--- src/rtl/core/peu_pkg.sv ---
// Shared types, widths and helpers for the particle Euler update pipeline.
package peu_pkg;

  localparam int FRAC_BITS_DEF = 16;
  localparam int DT_W          = 15;
  localparam int AGE_W         = 31;
  localparam int VAL_W         = 32;
  localparam int TS_RESET      = 1092;

  typedef struct packed {
    logic [AGE_W-1:0] age_now;
    logic [AGE_W-1:0] lifetime;
    logic [VAL_W-1:0] pos_x;
    logic [VAL_W-1:0] pos_y;
    logic [VAL_W-1:0] pos_z;
    logic [VAL_W-1:0] vel_x;
    logic [VAL_W-1:0] vel_y;
    logic [VAL_W-1:0] vel_z;
    logic [VAL_W-1:0] angle;
    logic [VAL_W-1:0] spin_rate;
    logic [AGE_W-1:0] drag_coeff;
    logic [VAL_W-1:0] gravity_scale;
  } peu_in_t;

  typedef struct packed {
    logic             expired;
    logic [AGE_W-1:0] age;
    logic [VAL_W-1:0] pos_x;
    logic [VAL_W-1:0] pos_y;
    logic [VAL_W-1:0] pos_z;
    logic [VAL_W-1:0] vel_x;
    logic [VAL_W-1:0] vel_y;
    logic [VAL_W-1:0] vel_z;
    logic [VAL_W-1:0] angle;
  } peu_rec_t;

  // Saturates a wide signed value to the signed 32-bit range.
  function automatic logic [VAL_W-1:0] sat32(input logic signed [63:0] v);
    logic [VAL_W-1:0] r;
    if (v > 64'sh0000_0000_7FFF_FFFF) begin
      r = 32'h7FFF_FFFF;
    end else if (v < -64'sh0000_0000_8000_0000) begin
      r = 32'h8000_0000;
    end else begin
      r = v[VAL_W-1:0];
    end
    return r;
  endfunction

endpackage

--- src/rtl/core/peu_pos.sv ---
// Position stages: velocity times step, then add, saturate and clear expired records.
module peu_pos #(
  parameter int FRAC_BITS = peu_pkg::FRAC_BITS_DEF
) (
  input  logic                     clk,
  input  logic                     rst_n,
  input  logic [peu_pkg::DT_W-1:0] dt,
  input  logic                     i_valid,
  output logic                     i_ready,
  input  peu_pkg::peu_rec_t        i_rec,
  output logic                     o_valid,
  input  logic                     o_ready,
  output peu_pkg::peu_rec_t        o_rec
);

  localparam int DTS_W = peu_pkg::DT_W + 1;
  localparam int PP_W  = peu_pkg::VAL_W + DTS_W;

  logic v6_r, v7_r;
  logic en6, en7;

  assign en7     = !v7_r || o_ready;
  assign en6     = !v6_r || en7;
  assign i_ready = en6;
  assign o_valid = v7_r;

  always_ff @(posedge clk) begin
    if (!rst_n) begin
      v6_r <= 1'b0;
      v7_r <= 1'b0;
    end else begin
      if (en6) begin
        v6_r <= i_valid;
      end
      if (en7) begin
        v7_r <= v6_r;
      end
    end
  end

  logic signed [DTS_W-1:0] dt_s;
  logic signed [PP_W-1:0]  pdx_nxt, pdy_nxt, pdz_nxt;
  logic signed [PP_W-1:0]  pdx_r, pdy_r, pdz_r;
  peu_pkg::peu_rec_t       rec6_r, rec7_nxt, rec7_r;

  always_comb begin
    dt_s    = $signed({1'b0, dt});
    pdx_nxt = PP_W'($signed(i_rec.vel_x)) * PP_W'(dt_s);
    pdy_nxt = PP_W'($signed(i_rec.vel_y)) * PP_W'(dt_s);
    pdz_nxt = PP_W'($signed(i_rec.vel_z)) * PP_W'(dt_s);
  end

  always_ff @(posedge clk) begin
    if (en6) begin
      rec6_r <= i_rec;
      pdx_r  <= pdx_nxt;
      pdy_r  <= pdy_nxt;
      pdz_r  <= pdz_nxt;
    end
  end

  always_comb begin
    rec7_nxt       = rec6_r;
    rec7_nxt.pos_x = peu_pkg::sat32(64'($signed(rec6_r.pos_x)) + 64'(pdx_r >>> FRAC_BITS));
    rec7_nxt.pos_y = peu_pkg::sat32(64'($signed(rec6_r.pos_y)) + 64'(pdy_r >>> FRAC_BITS));
    rec7_nxt.pos_z = peu_pkg::sat32(64'($signed(rec6_r.pos_z)) + 64'(pdz_r >>> FRAC_BITS));
    // An expired particle keeps only its age; the rest of the record reads zero.
    if (rec6_r.expired) begin
      rec7_nxt         = '0;
      rec7_nxt.expired = 1'b1;
      rec7_nxt.age     = rec6_r.age;
    end
  end

  always_ff @(posedge clk) begin
    if (en7) begin
      rec7_r <= rec7_nxt;
    end
  end

  assign o_rec = rec7_r;

endmodule

--- config.mk ---
export PLATFORM = sky130hd
export DESIGN_NAME = peu_pos
export DESIGN_NICKNAME = d
export VERILOG_FILES = /design/src/rtl/core/peu_pkg.sv /design/src/rtl/core/peu_pos.sv
export SDC_FILE = /design/constraint.sdc
export NUM_CORES = 2
export LEC_CHECK = 0
export ABC_AREA = 1
export BUFFER_PORTS_ARGS = -buffer_cell sky130_fd_sc_hd__buf_2
export CAP_MARGIN = 20
export CORE_MARGIN = 4
export CORE_UTILIZATION = 49
export DETAILED_ROUTE_END_ITERATION = 10
export GPL_TIMING_DRIVEN = 0
export PLACE_DENSITY = 0.67
export SYNTH_ARGS = -nofsm -noshare
export SYNTH_HDL_FRONTEND = slang
export SYNTH_SLANG_ARGS = --single-unit
--- constraint.sdc ---
create_clock -name clk -period 18.8 [get_ports clk]
set_input_delay 1.88 -clock clk [delete_from_list [all_inputs] [get_ports clk]]
set_output_delay 1.88 -clock clk [all_outputs]
set_load 0.01 [all_outputs]
; Word level (Yosys, flattened, before mapping)
; Index checks and enable logic that the tools add are counted.
[classes]
add_sub_neg = 3
multipliers = 3
order_cmp = 6
muxes = 7
n_reduce_logical = 7
[ops]
columns = op, count
row1 = $mux 256, 1
row2 = $mux 32, 6
row3 = $mul 32x16->48, 3
row4 = $add 32x32->33, 3
row5 = $gt 33x32->1 const B, 3
row6 = $lt 33x32->1 const B, 3
row7 = $reduce_or 2->1, 3
row8 = $logic_not 1->1, 2
row9 = $logic_or 1x1->1, 2
[word_totals]
reg_bits = 658
word_cells = 52

; Logic depth before layout (Yosys ltp)
[depth]
ltp_word = 5
mapped_depth = 30
ltp_nobuf = 27

; Worst setup path before layout
; Ideal clock, no wire load.
[synth_path]
path_kind = in2reg
startpoint = input port o_ready
endpoint = register pdx_r[16] (enable)
setup_ns = 3.506
arrival_time_ns = 9.822
required_time_ns = 15.294
slack_ns = 5.472
path_stages = 2
path_buffers = 0
path_cell_list = inv_1 > nand3_1
[synth_between]
elab_chain_cells = 2
[synth_lines]
columns = item, line
row1 = start: declaration, peu_pos.sv:12  ; input logic o_ready,
row2 = $logic_or 1x1->1, peu_pos.sv:22  ; assign en7 = !v7_r || o_ready;
row3 = $logic_or 1x1->1, peu_pos.sv:23  ; assign en6 = !v6_r || en7;
row4 = via i_ready, peu_pos.sv:9  ; output logic i_ready,
row5 = end signal: assignment, peu_pos.sv:56  ; pdx_r <= pdx_nxt;
row6 = end: declaration, peu_pos.sv:43  ; logic signed [PP_W-1:0] pdx_r, pdy_r, pdz_r;
; The timed path passes the listed nets, and every way through them passes these cells.
; A chain may end at the register's enable or synchronous reset.

; Worst setup path in the final report
[layout_path]
startpoint = input port dt[2] (netlist name)
endpoint = register pdx_r[44] (data pin)
[layout_between]
elab_chain_cells = 1
[layout_lines]
columns = item, line
row1 = start: declaration, peu_pos.sv:7  ; input logic [peu_pkg::DT_W-1:0] dt,
row2 = $mul 32x16->48, peu_pos.sv:48  ; pdx_nxt = PP_W'($signed(i_rec.vel_x)) * PP_W'(dt_s);
row3 = via pdx_nxt[44], peu_pos.sv:42  ; logic signed [PP_W-1:0] pdx_nxt, pdy_nxt, pdz_nxt;
; The timed path passes the listed nets, and every way through them passes these cells.

==> results.json <==
{
  "slowest_delay_ps": 970,
  "cts_num_sinks": 610,
  "row_count": 148,
  "endpoint_kind": "flip-flop",
  "antenna_left": 0,
  "fin_skew_ps": 28.7,
  "cts.htree.levels": 3,
  "cts_tree": "built",
  "layout_common_cells": "inv_1 (2707), nand2_1 (2565), fa_1 (1362)",
  "dieArea_sq_um": 171000,
  "drtPass1Iterations": 6,
  "synth_edf_count": 608,
  "synth_largest_area_cell": "fa_1",
  "setup_viol": 0,
  "syn_inst": 9558,
  "syn_nets": 11600,
  "core_area_sq_um": 163000,
  "gr-total-overflow": 0,
  "fillers": 15300,
  "wirelength_microns": 277000,
  "routed-via-count": 64300,
  "crit_fanout": 10,
  "fin_crit_sh_pct": 51.4,
  "detail_route.wl_per_cell_microns": 22.2,
  "clkTransAtPathRegs_ps": 50,
  "maxCapViolCount": 0,
  "setup-tns-final_ps": 0,
  "yosysSeqAreaShare_pct": 22.8,
  "layout_commonest_cell": "inv_1",
  "synth.distinct_cells": 46,
  "ios": 533,
  "cts_buffer_depth": 3,
  "post_cts_resized": 0,
  "hold_buffers": 0,
  "crit_slowest_cell": "clkbuf_1",
  "instances_no_fill": 12400,
  "yosys_warnings": 0,
  "crit_family": "adder cells",
  "setup.worst_path.class": "in2reg",
  "synth.area.top_cells": "fa_1 (34%), edfxtp_1 (23%), inv_1 (13%), nand2_1 (12%), ha_1 (6.7%)",
  "arrival_ps": 10120,
  "crit_chain": "clkbuf_1 -> clkbuf_1 -> buf_1 -> nand2_1 -> fa_1 -> fa_1 -> inv_1 -> fa_1 -> fa_1 -> fa_1 -> inv_1 -> fa_1 -> inv_1 -> ha_1 -> nand2_1 -> nor2_1 -> inv_1 -> nor3_1 -> nand2_1 -> nor2_1 -> o21ai_0 -> nand3_1 -> xor2_1",
  "die_w_microns": 413,
  "cts_root_buf": "clkbuf_16",
  "clock_latency_ps": 750,
  "fmax_ghz": 0.104,
  "grt_max_degree": 71,
  "die_y_microns": 413,
  "layout-drive-gt1-share_pct": 7.89,
  "first_global_vias": 67200,
  "synth_top_flop_cell": "edfxtp_1",
  "path_buf_inv": 7,
  "rsz0062_at_grt": "false",
  "crit_top_cell": "fa_1",
  "hold_violations": 0,
  "slew_viol_final": 0,
  "dp.final_hpwl_microns": 232000,
  "postCtsSetupBuffers": 0,
  "ys_ff_latch": 610,
  "syn-cell-area_sq_um": 80400,
  "startpoint_type": "primary input",
  "final_util_pct": 54.7,
  "period_minus_slack_ps": 9660,
  "hold_path.class": "reg2reg",
  "async_flop_share_pct": 0,
  "yosys.area.top_type_share_pct": 33.9,
  "antenna_found_initial": 35,
  "syn_area_per_cell_sq_um": 8.41,
  "vias_per_cell": 5.17,
  "outcome": "complete, no violations",
  "route.detailed.drc": 0,
  "placed_cells": 12300,
  "area_delta_synth_final_pct": 10.9,
  "worst_slew_pin_slew_ps": 1310,
  "drt_first_iter_violations": 5901,
  "grtUsageTotal_pct": 33.1,
  "cts_buffers": 72,
  "critPathRequiredTime_ps": 19260,
  "max_slew_margin_pct": 12.8,
  "nNetsFinal": 12300,
  "initial_core_util_pct": 49.3,
  "gp_congestion": 1.00,
  "grt_first_pass_wirelength_microns": 415000,
  "port_buffers": 519
}
[flip-flops by register name (all words and copies together) (netlist names)]
register  flops
pdy_r        32
v6_r          1
pdz_r        32
o_rec       256
o_valid       1
rec6_r      256
pdx_r        32
[synthesized netlist by cell type (3+ instances only)]
master    count
o21a_1       15
buf_2        16
ha_1        429
a21o_1       37
o211ai_1      4
buf_1        41
nor2_1      554
nand3_4       3
o21ai_0      93
inv_1      2707
nor2_4        3
nand4_1      25
nor2_2        7
edfxtp_1    608
xnor2_1      36
xor2_1      102
a31oi_1      10
a21boi_0     12
clkbuf_1    235
fa_1       1362
nand2_2      26
nor3_1       34
a21oi_2       3
nand3_2      32
nand2_4       4
inv_2        14
o31a_1        3
nand2_1    2566
a21oi_1     255
o21bai_1     47
buf_12        3
nor4_1       20
nand3_1     230
and3_1        3
[area by class of cell]
| cell class | instances | area [sq um] | share of cell area (%) |
|---|---|---|---|
| clock inverters | 41 | 524 | 0.588 |
| clock buffers | 86 | 1850 | 2.08 |
| diodes | 13 | 32.5 | 0.0365 |
| repair buffers | 570 | 3550 | 3.99 |
| well taps | 2175 | 2720 | 3.05 |
| plain buffers | 298 | 1230 | 1.38 |
| inverters | 2721 | 10200 | 11.5 |
| flip-flops and latches | 610 | 18300 | 20.5 |
| multi-input cells | 5929 | 50700 | 56.9 |
[logic make-up (layout without fill, tap and decap cells)]
kind of cell    after synthesis  count (layout)  share of synthesized area, %
compound gates              485             485                          3.44
xor+xnor                    138             138                          1.50
fa+ha+maj                  1791            1791                          40.6
buf+inv                    3019            3716                          14.2
flops                       610             610                          22.8
other cells                   0              13                             0
simple gates               3515            3515                          17.5
[metrics by stage]
stage / instance area, sq um / hold slack, ps / setup slack (ps)
5_1_grt: 89100 / 421 / 9070
3_3_place_gp: 85700 / 400 / -826
2_1_floorplan: 80400 / 400 / 5470
3_5_place_dp: 86600 / 405 / 8680
6_report: 89100 / 417 / 9140
4_1_cts: 89000 / 418 / 9420
[per-layer routing]
layer,share of wire [%],vias up,track usage [%]
li1,-,29100,-
met1,39,31600,42.1
met2,46,2879,53.1
met3,9.3,671,7.31
met4,6.2,24,17.4
met5,0.059,-,0
[final timing paths]
kind	depth (start not counted)	slack, ps	from	to
setup / recovery	23	9140	dt[2]	pdx_r[44]$_DFFE_PP_
hold / removal	0	420	rec6_r[225]$_DFFE_PP_	o_rec[225]$_DFFE_PP_
setup reg to reg	6	15670	rec6_r[255]$_DFFE_PP_	o_rec[198]$_SDFFCE_PP0P_
hold reg to reg	0	420	rec6_r[225]$_DFFE_PP_	o_rec[225]$_DFFE_PP_
Power is not shown: default switching activity piles up to over one toggle a cycle in this logic, so the estimate is an artifact.
