## src/rtl/core/peu_pkg.sv

```systemverilog
// Shared types, widths and helpers for the particle Euler update pipeline.
package peu_pkg;

  localparam int FRAC_BITS_DEF = 16;
  localparam int DT_W          = 15;
  localparam int AGE_W         = 31;
  localparam int VAL_W         = 32;
  localparam int TS_RESET      = 1092;

  typedef struct packed {
    logic [AGE_W-1:0] age_now;
    logic [AGE_W-1:0] lifetime;
    logic [VAL_W-1:0] pos_x;
    logic [VAL_W-1:0] pos_y;
    logic [VAL_W-1:0] pos_z;
    logic [VAL_W-1:0] vel_x;
    logic [VAL_W-1:0] vel_y;
    logic [VAL_W-1:0] vel_z;
    logic [VAL_W-1:0] angle;
    logic [VAL_W-1:0] spin_rate;
    logic [AGE_W-1:0] drag_coeff;
    logic [VAL_W-1:0] gravity_scale;
  } peu_in_t;

  typedef struct packed {
    logic             expired;
    logic [AGE_W-1:0] age;
    logic [VAL_W-1:0] pos_x;
    logic [VAL_W-1:0] pos_y;
    logic [VAL_W-1:0] pos_z;
    logic [VAL_W-1:0] vel_x;
    logic [VAL_W-1:0] vel_y;
    logic [VAL_W-1:0] vel_z;
    logic [VAL_W-1:0] angle;
  } peu_rec_t;

  // Saturates a wide signed value to the signed 32-bit range.
  function automatic logic [VAL_W-1:0] sat32(input logic signed [63:0] v);
    logic [VAL_W-1:0] r;
    if (v > 64'sh0000_0000_7FFF_FFFF) begin
      r = 32'h7FFF_FFFF;
    end else if (v < -64'sh0000_0000_8000_0000) begin
      r = 32'h8000_0000;
    end else begin
      r = v[VAL_W-1:0];
    end
    return r;
  endfunction

endpackage

```

## src/rtl/core/peu_cfg.sv

```systemverilog
// Time step register with the quarter-second cap applied on write.
module peu_cfg #(
  parameter int FRAC_BITS = peu_pkg::FRAC_BITS_DEF
) (
  input  logic                     clk,
  input  logic                     rst_n,
  input  logic                     cfg_valid,
  input  logic [peu_pkg::DT_W-1:0] cfg_data,
  output logic [peu_pkg::DT_W-1:0] dt
);

  localparam longint CAP = longint'(1) << (FRAC_BITS - 2);
  localparam logic [peu_pkg::DT_W-1:0] DT_RST =
    peu_pkg::DT_W'((longint'(peu_pkg::TS_RESET) > CAP) ? CAP : longint'(peu_pkg::TS_RESET));

  logic [peu_pkg::DT_W-1:0] dt_r;
  logic [peu_pkg::DT_W-1:0] dt_nxt;

  // The capped step is stored so the pipeline never has to clamp it.
  always_comb begin
    if (longint'(cfg_data) > CAP) begin
      dt_nxt = peu_pkg::DT_W'(CAP);
    end else begin
      dt_nxt = cfg_data;
    end
  end

  always_ff @(posedge clk) begin
    if (!rst_n) begin
      dt_r <= DT_RST;
    end else if (cfg_valid) begin
      dt_r <= dt_nxt;
    end
  end

  assign dt = dt_r;

endmodule

```

## config.mk

```make
export PLATFORM = sky130hd
export DESIGN_NAME = peu_cfg
export DESIGN_NICKNAME = d
export VERILOG_FILES = /design/src/rtl/core/peu_pkg.sv /design/src/rtl/core/peu_cfg.sv
export SDC_FILE = /design/constraint.sdc
export NUM_CORES = 1
export LEC_CHECK = 0
export BUFFER_PORTS_ARGS = -buffer_cell sky130_fd_sc_hd__clkbuf_2
export CORE_MARGIN = 2
export CORE_UTILIZATION = 41
export CTS_BUF_LIST = sky130_fd_sc_hd__clkbuf_16
export DETAILED_ROUTE_END_ITERATION = 12
export PLACE_DENSITY = 0.74
export SLEW_MARGIN = 20
export SYNTH_ARGS = -nofsm -noshare
export SYNTH_HDL_FRONTEND = slang
export SYNTH_SLANG_ARGS = --single-unit
```

## constraint.sdc

```tcl
create_clock -name clk -period 1.1 [get_ports clk]
set_clock_uncertainty 0.15 [all_clocks]
set_input_delay 0.055 -clock clk [delete_from_list [all_inputs] [get_ports clk]]
set_output_delay 0.055 -clock clk [all_outputs]
set_load 0.02 [all_outputs]
```

## Word level (Yosys, flattened, before mapping)

Cells that the tools add are included.

- Magnitude comparators: 1
- Muxes and demuxes: 1

Operator list:

| kind | count |
|---|---|
| 15-bit > comparator (second input constant) | 1 |
| 15-bit two-way mux | 1 |

- Bits in registers: 15
- Input bits: 18
- Output and inout port bits: 15

## Longest topological paths before layout

Gate-level depths: netlist of run 1.

- Depth after elaboration: 2
- Mapped depth: 4
- Gate-level depth less buffers: 2

## Worst setup path before layout of run 1

No wires, ideal clock.

- Path type: reg-to-reg
- Start: register dt[0] (netlist name)
- End: register dt_r, in the netlist dt[0]
- Setup time: 117 ps
- Arrival: 688 ps
- Required time: 833 ps
- Setup slack: 144 ps
- Stages on the path, launching flop included: 3
- Buffers on the path: 0
- Path through: dfxtp_1 > nor2b_1 > a32o_1

RTL lines:

| element | line | text |
|---|---|---|
| end signal, assigned | peu_cfg.sv:32 | `dt_r <= dt_nxt;` |
| end, declared | peu_cfg.sv:16 | `logic [peu_pkg::DT_W-1:0] dt_r;` |

## Final worst setup path of run 1

- Start: register dt_r, in the netlist dt[1]
- End: output dt[1] (netlist name)

RTL lines:

| element | line | text |
|---|---|---|
| end, declared | peu_cfg.sv:9 | `output logic [peu_pkg::DT_W-1:0] dt` |

No word-level cell between the ends.

==> results by group, run 1 <==
Critical path
  – Ordered cell list for the critical path: clkbuf_2
  – Crit path launch type: flip-flop
  – R2R cell count: 2
  – Crit-path max FO: 2
  – CP arrival: 0.75 ns
  – RR Endpoint: dt[1]
  – Cell count along the critical path: 1
  – Crit path buf inv count: 1
  – R2R Setup Slk: 0.20 ns
  – Worst path required time: 0.89 ns
  – Critical path class: flip-flop to output pin
  – Crit path largest cell delay: 0.33 ns
  – Largest delay share family, worst path: flip-flops
  – Critical Path End: dt[1]
  – CP max stage cell: dfxtp_1
  – Worst Setup SP: dt[1]
  – CP endpoint kind: output pin
  – Worst reg2reg path startpoint: dt[1]

Finish
  – Final core utilization: 0.749
  – Ant. Diodes: 0
  – Area added between synthesis and finish: 64.9%
  – Post-layout net count: 122
  – Layout cells sized above 1: 0.388
  – Fill count: 103
  – Max FFs per register: 15

Global routing
  – Number of global-route vias before repair: 569
  – Number of antenna violations at the first check in global routing: 0
  – Total GRT Usage: 0.173
  – Met1 Resource Use GR: 0.189
  – Global routing usage on met3: 0.0862
  – Grt met2 use: 0.298
  – GRT Max-Usage Layer: met2
  – Largest net degree at the start of global routing: 30
  – First-pass GRT wire length: 2.33 mm
  – Gr ovfl total: 0

Run status
  – Status: finished clean

CTS
  – Clk_lat worst skew: 0.24 ns
  – CTS root buffer: clkbuf_16
  – Post-CTS setup buffer count: 0
  – Total clock sinks: 15
  – CTS tree: done
  – Clk buf depth: 2
  – H-tree Lvls: 1
  – Clock slew at the register clock pins of the worst setup and hold paths: 0.05 ns
  – CTS Buf Count: 3

Synthesis
  – Avg Inst Size Synth: 10.8 um2
  – Yosys warning count: 0
  – Cell area after synthesis: 606 um2
  – Most area-consuming cells after synthesis: dfxtp_1 (50%), a32o_1 (17%), nor2b_1 (11%), buf_6 (3.7%), o221ai_1 (2.9%)
  – Top cell type's share of synthesized area: 0.496
  – Syn_nets: 74
  – Synth Instances: 56
  – Post-synth top area cell: dfxtp_1
  – #FFs+latches synth: 15
  – Sequential fraction of the synthesis area: 0.496
  – Post-synth cell types: 15

Power and ir drop
  – Net switching power: 340 uW
  – Part of the power in registers: 0.386
  – Int Power: 1170 uW
  – Switching share of power: 0.225
  – Share of power burned in combinational logic: 0.144
  – Pleak: 0.000474 uW
  – Clock power share: 0.470
  – Power density cells: 1510 nW/um2
  – Worst vdd ir: 1220 uV

Timing
  – Final Hold Viols: 0
  – Fmax: 1050 MHz
  – RSZ-0062 raised after global routing: no
  – Slew @ Worst Pin: 0.254 ns
  – Final setup viols: 0
  – Final min period: 0.955 ns
  – Worst hold slack: 0.000105 ns
  – Slew headroom: 0.830
  – Post-route setup TNS: 0 ns
  – Max Slew Vio Count: 0
  – Worst setup margin: 0.145 ns
  – Fin crit share: 0.869

Place
  – Placer Congestion: 0.660
  – Dpl hpwl: 871 um
  – IO Port Bufs: 32
  – Pre-CTS setup slack: 0.219 ns

Run
  – Max Cap Viol: 0

Floorplan
  – Die footprint: 1800 um2
  – Starting density of the core: 0.454
  – DIE HEIGHT: 42.4 um
  – Std cell rows: 13
  – Core ar.: 1330 um2
  – Die width: 42.4 um
  – Top-Level Pins: 33

Route
  – DRT Pass-1 Iters: 4
  – DR iter-0 viols: 24
  – Vias per cell: 5.04
  – DRC Markers: 0
  – Vias: 595
  – DRT antenna net count: 0
  – Routed WL per cell: 12.5 um
  – Overall routed net length: 1.48 mm

Worst hold path
  – Hold path cells: 2
  – Min-delay worst type: input pin to flip-flop
==> cell usage after synthesis <==
cell type	count
nand4b_1	1
buf_6	2
clkbuf_1	1
buf_2	3
nor2b_4	1
nand3b_1	2
a32o_1	10
nand3_1	1
nand2b_1	1
o221ai_1	2
nand2_1	3
nor2b_1	11
dfxtp_1	15
mux2i_1	1
inv_1	2
==> layout by cell type, fill, tap and decap left out, drive strengths merged <==
| master | netlist | layout |
|---|---|---|
| nand2b | 1 | 1 |
| inv | 2 | 2 |
| dfxtp | 15 | 15 |
| a32o | 10 | 10 |
| nand2 | 3 | 3 |
| clkinv | 0 | 1 |
| mux2i | 1 | 1 |
| nor2b | 12 | 12 |
| nand3 | 1 | 1 |
| nand3b | 2 | 2 |
| buf | 5 | 3 |
| o221ai | 2 | 2 |
| nand4b | 1 | 1 |
| dlygate4sd3 | 0 | 14 |
| clkbuf | 1 | 35 |
==> cell families after synthesis <==
family	after synthesis	share of synthesized area
and+or+nand+nor	20	0.213
DFF	15	0.496
AOI/OAI and AO/OA	12	0.194
buffers and inverters	8	0.0806
muxes	1	0.0165
==> repair_timing <==
item,CTS,global route
endpoints found under the hold margin,14,0
gates resized for setup,0,0
hold buffers,14,0
endpoints found under the setup margin,0,0
==> metal layers <==
metal | vias to the layer above | wire length [um]
li1 | 298 | -
met1 | 270 | 647
met2 | 24 | 699
met3 | 3 | 121
met4 | 0 | 10
met5 | - | 0
==> cell type report <==
cell class,instances,area (um2),share of cell area
tap,15,18.8,0.0188
clock buffer,3,75.1,0.0752
timing repair buffer,49,335,0.336
clock inverter,1,5.00,0.00501
multi-input combinational,33,256,0.257
inverter,2,7.51,0.00752
sequential,15,300,0.301
==> how the worst min path moves through the flow <==
stage                 start  endpoint  slack (ns)
6_report       cfg_data[14]     dt[6]      0.0001
3_3_place_gp    cfg_data[3]     dt[3]        0.14
2_1_floorplan   cfg_data[3]     dt[3]        0.05
3_5_place_dp    cfg_data[2]     dt[2]        0.15
4_1_cts        cfg_data[14]     dt[6]       0.006
5_1_grt        cfg_data[14]    dt[10]        0.03
==> power groups by stage <==
stage	clock [uW]	combinational, uW	sequential [uW]
2_1_floorplan	0	72.0	626
3_3_place_gp	0	174	592
3_5_place_dp	0	176	593
4_1_cts	725	215	583
5_1_grt	746	232	585
6_report	709	217	583
==> through the flow <==
stage | instances | total power, uW | cell area, um2
CTS | 118 | 1520 | 998
floorplan | 56 | 698 | 606
global route | 118 | 1560 | 998
global placement | 100 | 766 | 778
finish | 118 | 1510 | 998
detailed placement | 100 | 769 | 778
(Power assumes the default switching activity.)
==> inputs of run 2 (changes only) <==
--- a/config.mk
+++ b/config.mk
@@ -6,11 +6,12 @@
 export NUM_CORES = 1
 export LEC_CHECK = 0
 export BUFFER_PORTS_ARGS = -buffer_cell sky130_fd_sc_hd__clkbuf_2
+export CORE_ASPECT_RATIO = 1.2
 export CORE_MARGIN = 2
-export CORE_UTILIZATION = 41
+export CORE_UTILIZATION = 30
 export CTS_BUF_LIST = sky130_fd_sc_hd__clkbuf_16
 export DETAILED_ROUTE_END_ITERATION = 12
-export PLACE_DENSITY = 0.74
+export PLACE_DENSITY = 0.58
 export SLEW_MARGIN = 20
 export SYNTH_ARGS = -nofsm -noshare
 export SYNTH_HDL_FRONTEND = slang
==> results by group, run 2 (same netlist as run 1, synthesis figures left out) <==
CTS
  – Post-cts sizing count: 0
  – Total clock sinks: 15
  – CTS hold repair buffers: 14
  – Post-CTS setup buffer count: 0
  – Clk_lat worst skew: 0.24 ns
  – H-tree Lvls: 1
  – Clock slew at the register clock pins of the worst setup and hold paths: 0.04 ns
  – CTS tree: done
  – Clk buf depth: 2
  – CTS Buf Count: 3
  – CTS root buffer: clkbuf_16

Critical path
  – Ordered cell list for the critical path: clkbuf_2
  – CP max stage cell: dfxtp_1
  – Crit path buf inv count: 1
  – Worst reg2reg path startpoint: dt[5]
  – R2R Setup Slk: 0.21 ns
  – RR Endpoint: dt[5]
  – Worst path required time: 0.89 ns
  – Worst Setup SP: dt[14]
  – Crit path launch type: flip-flop
  – Critical Path End: dt[14]
  – Crit path largest cell delay: 0.33 ns
  – Cell count along the critical path: 1
  – Largest delay share family, worst path: flip-flops
  – CP arrival: 0.74 ns
  – R2R cell count: 2
  – Critical path class: flip-flop to output pin
  – CP endpoint kind: output pin
  – Crit-path max FO: 2

Power and ir drop
  – Pleak: 0.000475 uW
  – Power density cells: 1470 nW/um2
  – Worst vdd ir: 791 uV

Route
  – Vias: 591
  – Routed WL per cell: 11.7 um
  – DRC Markers: 0
  – DR iter-0 viols: 17
  – Overall routed net length: 1.42 mm
  – DRT antenna net count: 0
  – DRT Pass-1 Iters: 3
  – Vias per cell: 4.84

Finish
  – Max FFs per register: 15
  – Area added between synthesis and finish: 65.5%
  – Ant. Diodes: 0
  – Layout cells sized above 1: 0.379
  – Finished Layout Cells: 122
  – Leading cell type in the layout, fill and taps excluded: clkbuf_2
  – Most frequent cells in the layout: clkbuf_2 (32), dfxtp_1 (15), dlygate4sd3_1 (14)
  – Post-layout net count: 122
  – Final core utilization: 0.535
  – Fill count: 181

Global routing
  – Number of antenna violations at the first check in global routing: 0
  – Number of global-route vias before repair: 518
  – Largest net degree at the start of global routing: 30
  – First-pass GRT wire length: 2.19 mm
  – Gr ovfl total: 0
  – Total GRT Usage: 0.126

Timing
  – Fin crit share: 0.863
  – RSZ-0062 raised after global routing: no
  – Final setup viols: 0
  – Worst hold slack: 0.0216 ns
  – Fmax: 1050 MHz
  – Slew headroom: 0.830
  – Final min period: 0.949 ns
  – Max Slew Vio Count: 0
  – Post-route setup TNS: 0 ns
  – Slew @ Worst Pin: 0.254 ns
  – Final Hold Viols: 0

Place
  – Post-Place Cells: 104
  – IO Port Bufs: 32
  – Dpl hpwl: 904 um
  – Placer Congestion: 0.681

Run
  – Max Cap Viol: 0

Worst hold path
  – Min-delay worst type: input pin to flip-flop

Floorplan
  – Top-Level Pins: 33
  – Die footprint: 2400 um2
  – Die width: 45.0 um
  – Core ar.: 1870 um2
  – Starting density of the core: 0.324
  – Std cell rows: 17
  – DIE HEIGHT: 53.2 um

Run status
  – Status: finished clean
-- run 2: cell types whose count changed in the layout (fill, tap and decap cells not counted), sizes merged --
cell    change
clkinv      -1
inv         +1
-- run 2: through the flow --
step           setup slack, ns  total power, uW  cell area, um2
2_1_floorplan            0.144              698             606
3_3_place_gp             0.235              768             783
3_5_place_dp             0.223              770             783
4_1_cts                  0.147             1500            1000
5_1_grt                  0.122             1530            1000
6_report                 0.151             1470            1000
-- run 2: metal layers --
| layer | global-route usage | vias to the layer above | wire, um |
|---|---|---|---|
| met4 | 0.0931 | 0 | 27 |
| met5 | 0 | - | 0 |
| met1 | 0.155 | 277 | 651 |
| li1 | - | 298 | - |
| met3 | 0.0205 | 2 | 54 |
| met2 | 0.193 | 14 | 691 |
-- run 2: cell type report --
cell class	instances	area (um2)	area share
multi-input cells	33	256	0.256
well taps	19	23.8	0.0237
flip-flops and latches	15	300	0.300
clock buffers	3	75.1	0.0749
clock inverters	1	3.75	0.00375
inverters	2	7.51	0.00749
repair buffers	49	335	0.335
-- run 2: how the worst min path moves through the flow --
stage                     cells past startpoint         start  slack, ns     end
after floorplan                               2   cfg_data[3]       0.05   dt[3]
after CTS                                     2  cfg_data[14]       0.02  dt[10]
after global routing                          2  cfg_data[14]       0.04  dt[10]
after detailed placement                      2  cfg_data[13]       0.16  dt[13]
final                                         2  cfg_data[14]       0.02  dt[10]
after global placement                        2   cfg_data[7]       0.15   dt[7]
-- run 2: power breakdown --
part           switching [uW]  internal, uW
Sequential               11.7           572
Combinational             103           112
Clock                     194           479
Total                     309          1160
==> inputs of run 3 (changes only) <==
--- a/config.mk
+++ b/config.mk
@@ -9,7 +9,6 @@
 export CORE_ASPECT_RATIO = 1.2
 export CORE_MARGIN = 2
 export CORE_UTILIZATION = 30
-export CTS_BUF_LIST = sky130_fd_sc_hd__clkbuf_16
 export DETAILED_ROUTE_END_ITERATION = 12
 export PLACE_DENSITY = 0.58
 export SLEW_MARGIN = 20
==> constraint.sdc (replaced) <==
create_clock -name clk -period 1.1 [get_ports clk]
set_clock_uncertainty 0.15 [all_clocks]
set_input_delay 0.055 -clock clk [delete_from_list [all_inputs] [get_ports clk]]
set_output_delay 0.055 -clock clk [all_outputs]
set_load 0.01 [all_outputs]
==> results by group, run 3 (same netlist as run 1, synthesis figures left out) <==
CTS
  – Clock slew at the register clock pins of the worst setup and hold paths: 0.09 ns
  – Post-CTS setup buffer count: 0
  – H-tree Lvls: 1
  – CTS root buffer: clkbuf_4
  – Clk_lat worst skew: 0.27 ns
  – CTS tree: done
  – Clk buf depth: 2
  – Total clock sinks: 15
  – CTS Buf Count: 3

Finish
  – Ant. Diodes: 0
  – Fill count: 183
  – Most frequent cells in the layout: clkbuf_2 (32), dlygate4sd3_1 (17), dfxtp_1 (15)
  – Layout cells sized above 1: 0.368
  – Max FFs per register: 15
  – Leading cell type in the layout, fill and taps excluded: clkbuf_2
  – Final core utilization: 0.525
  – Area added between synthesis and finish: 62.4%
  – Post-layout net count: 125

Critical path
  – R2R Setup Slk: 0.22 ns
  – Worst path required time: 1.13 ns
  – CP endpoint kind: flip-flop
  – CP arrival: 1.09 ns
  – Crit path launch type: input pin
  – Crit-path max FO: 9
  – RR Endpoint: dt[0]
  – R2R cell count: 2
  – Worst reg2reg path startpoint: dt[0]
  – Critical path class: input pin to flip-flop

Place
  – Placer Congestion: 0.681
  – IO Port Bufs: 32
  – Dpl hpwl: 904 um

Run
  – Max Cap Viol: 0

Route
  – DR iter-0 viols: 16
  – DRC Markers: 0
  – DRT antenna net count: 0
  – Vias: 593
  – Routed WL per cell: 11.6 um
  – Vias per cell: 4.74
  – DRT Pass-1 Iters: 4
  – Overall routed net length: 1.44 mm

Worst hold path
  – Hold path cells: 3
  – Hold Path Origin: rst_n
  – Hold Crit Endpoint: dt[9]
  – Min-delay worst type: input pin to flip-flop

Run status
  – Status: finished clean

Timing
  – Post-route setup TNS: 0 ns
  – Slew @ Worst Pin: 0.245 ns
  – Slew headroom: 0.837
  – Fmax: 938 MHz
  – Fin crit share: 0.969
  – Worst hold slack: 0.0384 ns
  – Final setup viols: 0
  – Final min period: 1.07 ns
  – Max Slew Vio Count: 0
  – RSZ-0062 raised after global routing: no
  – Final Hold Viols: 0

Power and ir drop
  – Pleak: 0.000462 uW
  – Power density cells: 1110 nW/um2
  – Worst vdd ir: 636 uV

Floorplan
  – Top-Level Pins: 33
  – DIE HEIGHT: 53.2 um
  – Std cell rows: 17
  – Core ar.: 1870 um2
  – Starting density of the core: 0.324
  – Die footprint: 2400 um2
  – Die width: 45.0 um

Global routing
  – Gr ovfl total: 0
  – Number of antenna violations at the first check in global routing: 0
  – First-pass GRT wire length: 2.24 mm
  – Total GRT Usage: 0.132
  – Number of global-route vias before repair: 531
  – Largest net degree at the start of global routing: 30
run 3: changes by cell type in the layout (fill, tap and decap cells not counted):
cell           before  now
clkbuf_16           3    0
clkbuf_4            0    3
clkbuf_1            0    1
dlygate4sd3_1      14   17
buf_6               0    1
buf_4               2    1
inv_1               3    2
run 3: per-stage QoR:
stage	cells	instance area, um2	setup WS [ns]	total power (uW)
5_1_grt	125	983	0.00994	1150
2_1_floorplan	56	606	0.198	678
3_3_place_gp	104	783	0.235	749
3_5_place_dp	104	783	0.223	750
4_1_cts	125	980	0.0295	1110
6_report	125	983	0.0340	1100
run 3: critical path, cell delays in order:
cell           delay, ns
clkbuf_2            0.11
dlygate4sd3_1       0.58
buf_6               0.15
a32o_1              0.20
run 3: worst max path at each step:
stage                from  depth (start not counted)  slack [ns]  endpoint
finish              rst_n                          4        0.03     dt[5]
global route        rst_n                          4        0.01     dt[5]
CTS                 rst_n                          4        0.03     dt[5]
detailed placement  dt[0]                          2        0.22     dt[0]
global placement    dt[0]                          2        0.24     dt[0]
floorplan           dt[0]                          2        0.20     dt[0]
run 3: power breakdown:
part / leakage, uW / total (uW) / switching, uW / internal, uW
logic: 0.000323 / 205 / 84.4 / 121
clock network: 0.0000150 / 310 / 170 / 141
registers: 0.000123 / 581 / 11.8 / 569
run 3: final cells by class:
type,count,area [um2],share of cell area
repair buffers,52,369,0.375
well taps,19,23.8,0.0242
multi-input cells,33,256,0.261
clock buffers,4,26.3,0.0267
inverters,2,7.51,0.00763
flip-flops and latches,15,300,0.305
run 3: per-layer routing:
layer	global-route usage	vias up	share of wire
met5	0	-	0
met4	0.103	0	0.019
met3	0.0205	2	0.037
met2	0.193	14	0.48
met1	0.167	267	0.47
li1	-	310	-
run 3: repair_timing:
action | 4_1_cts | 5_1_grt
resized for setup | 0 | 1
hold buffers | 17 | 0
endpoints found under the hold margin | 15 | 0
endpoints found under the setup margin | 0 | 2
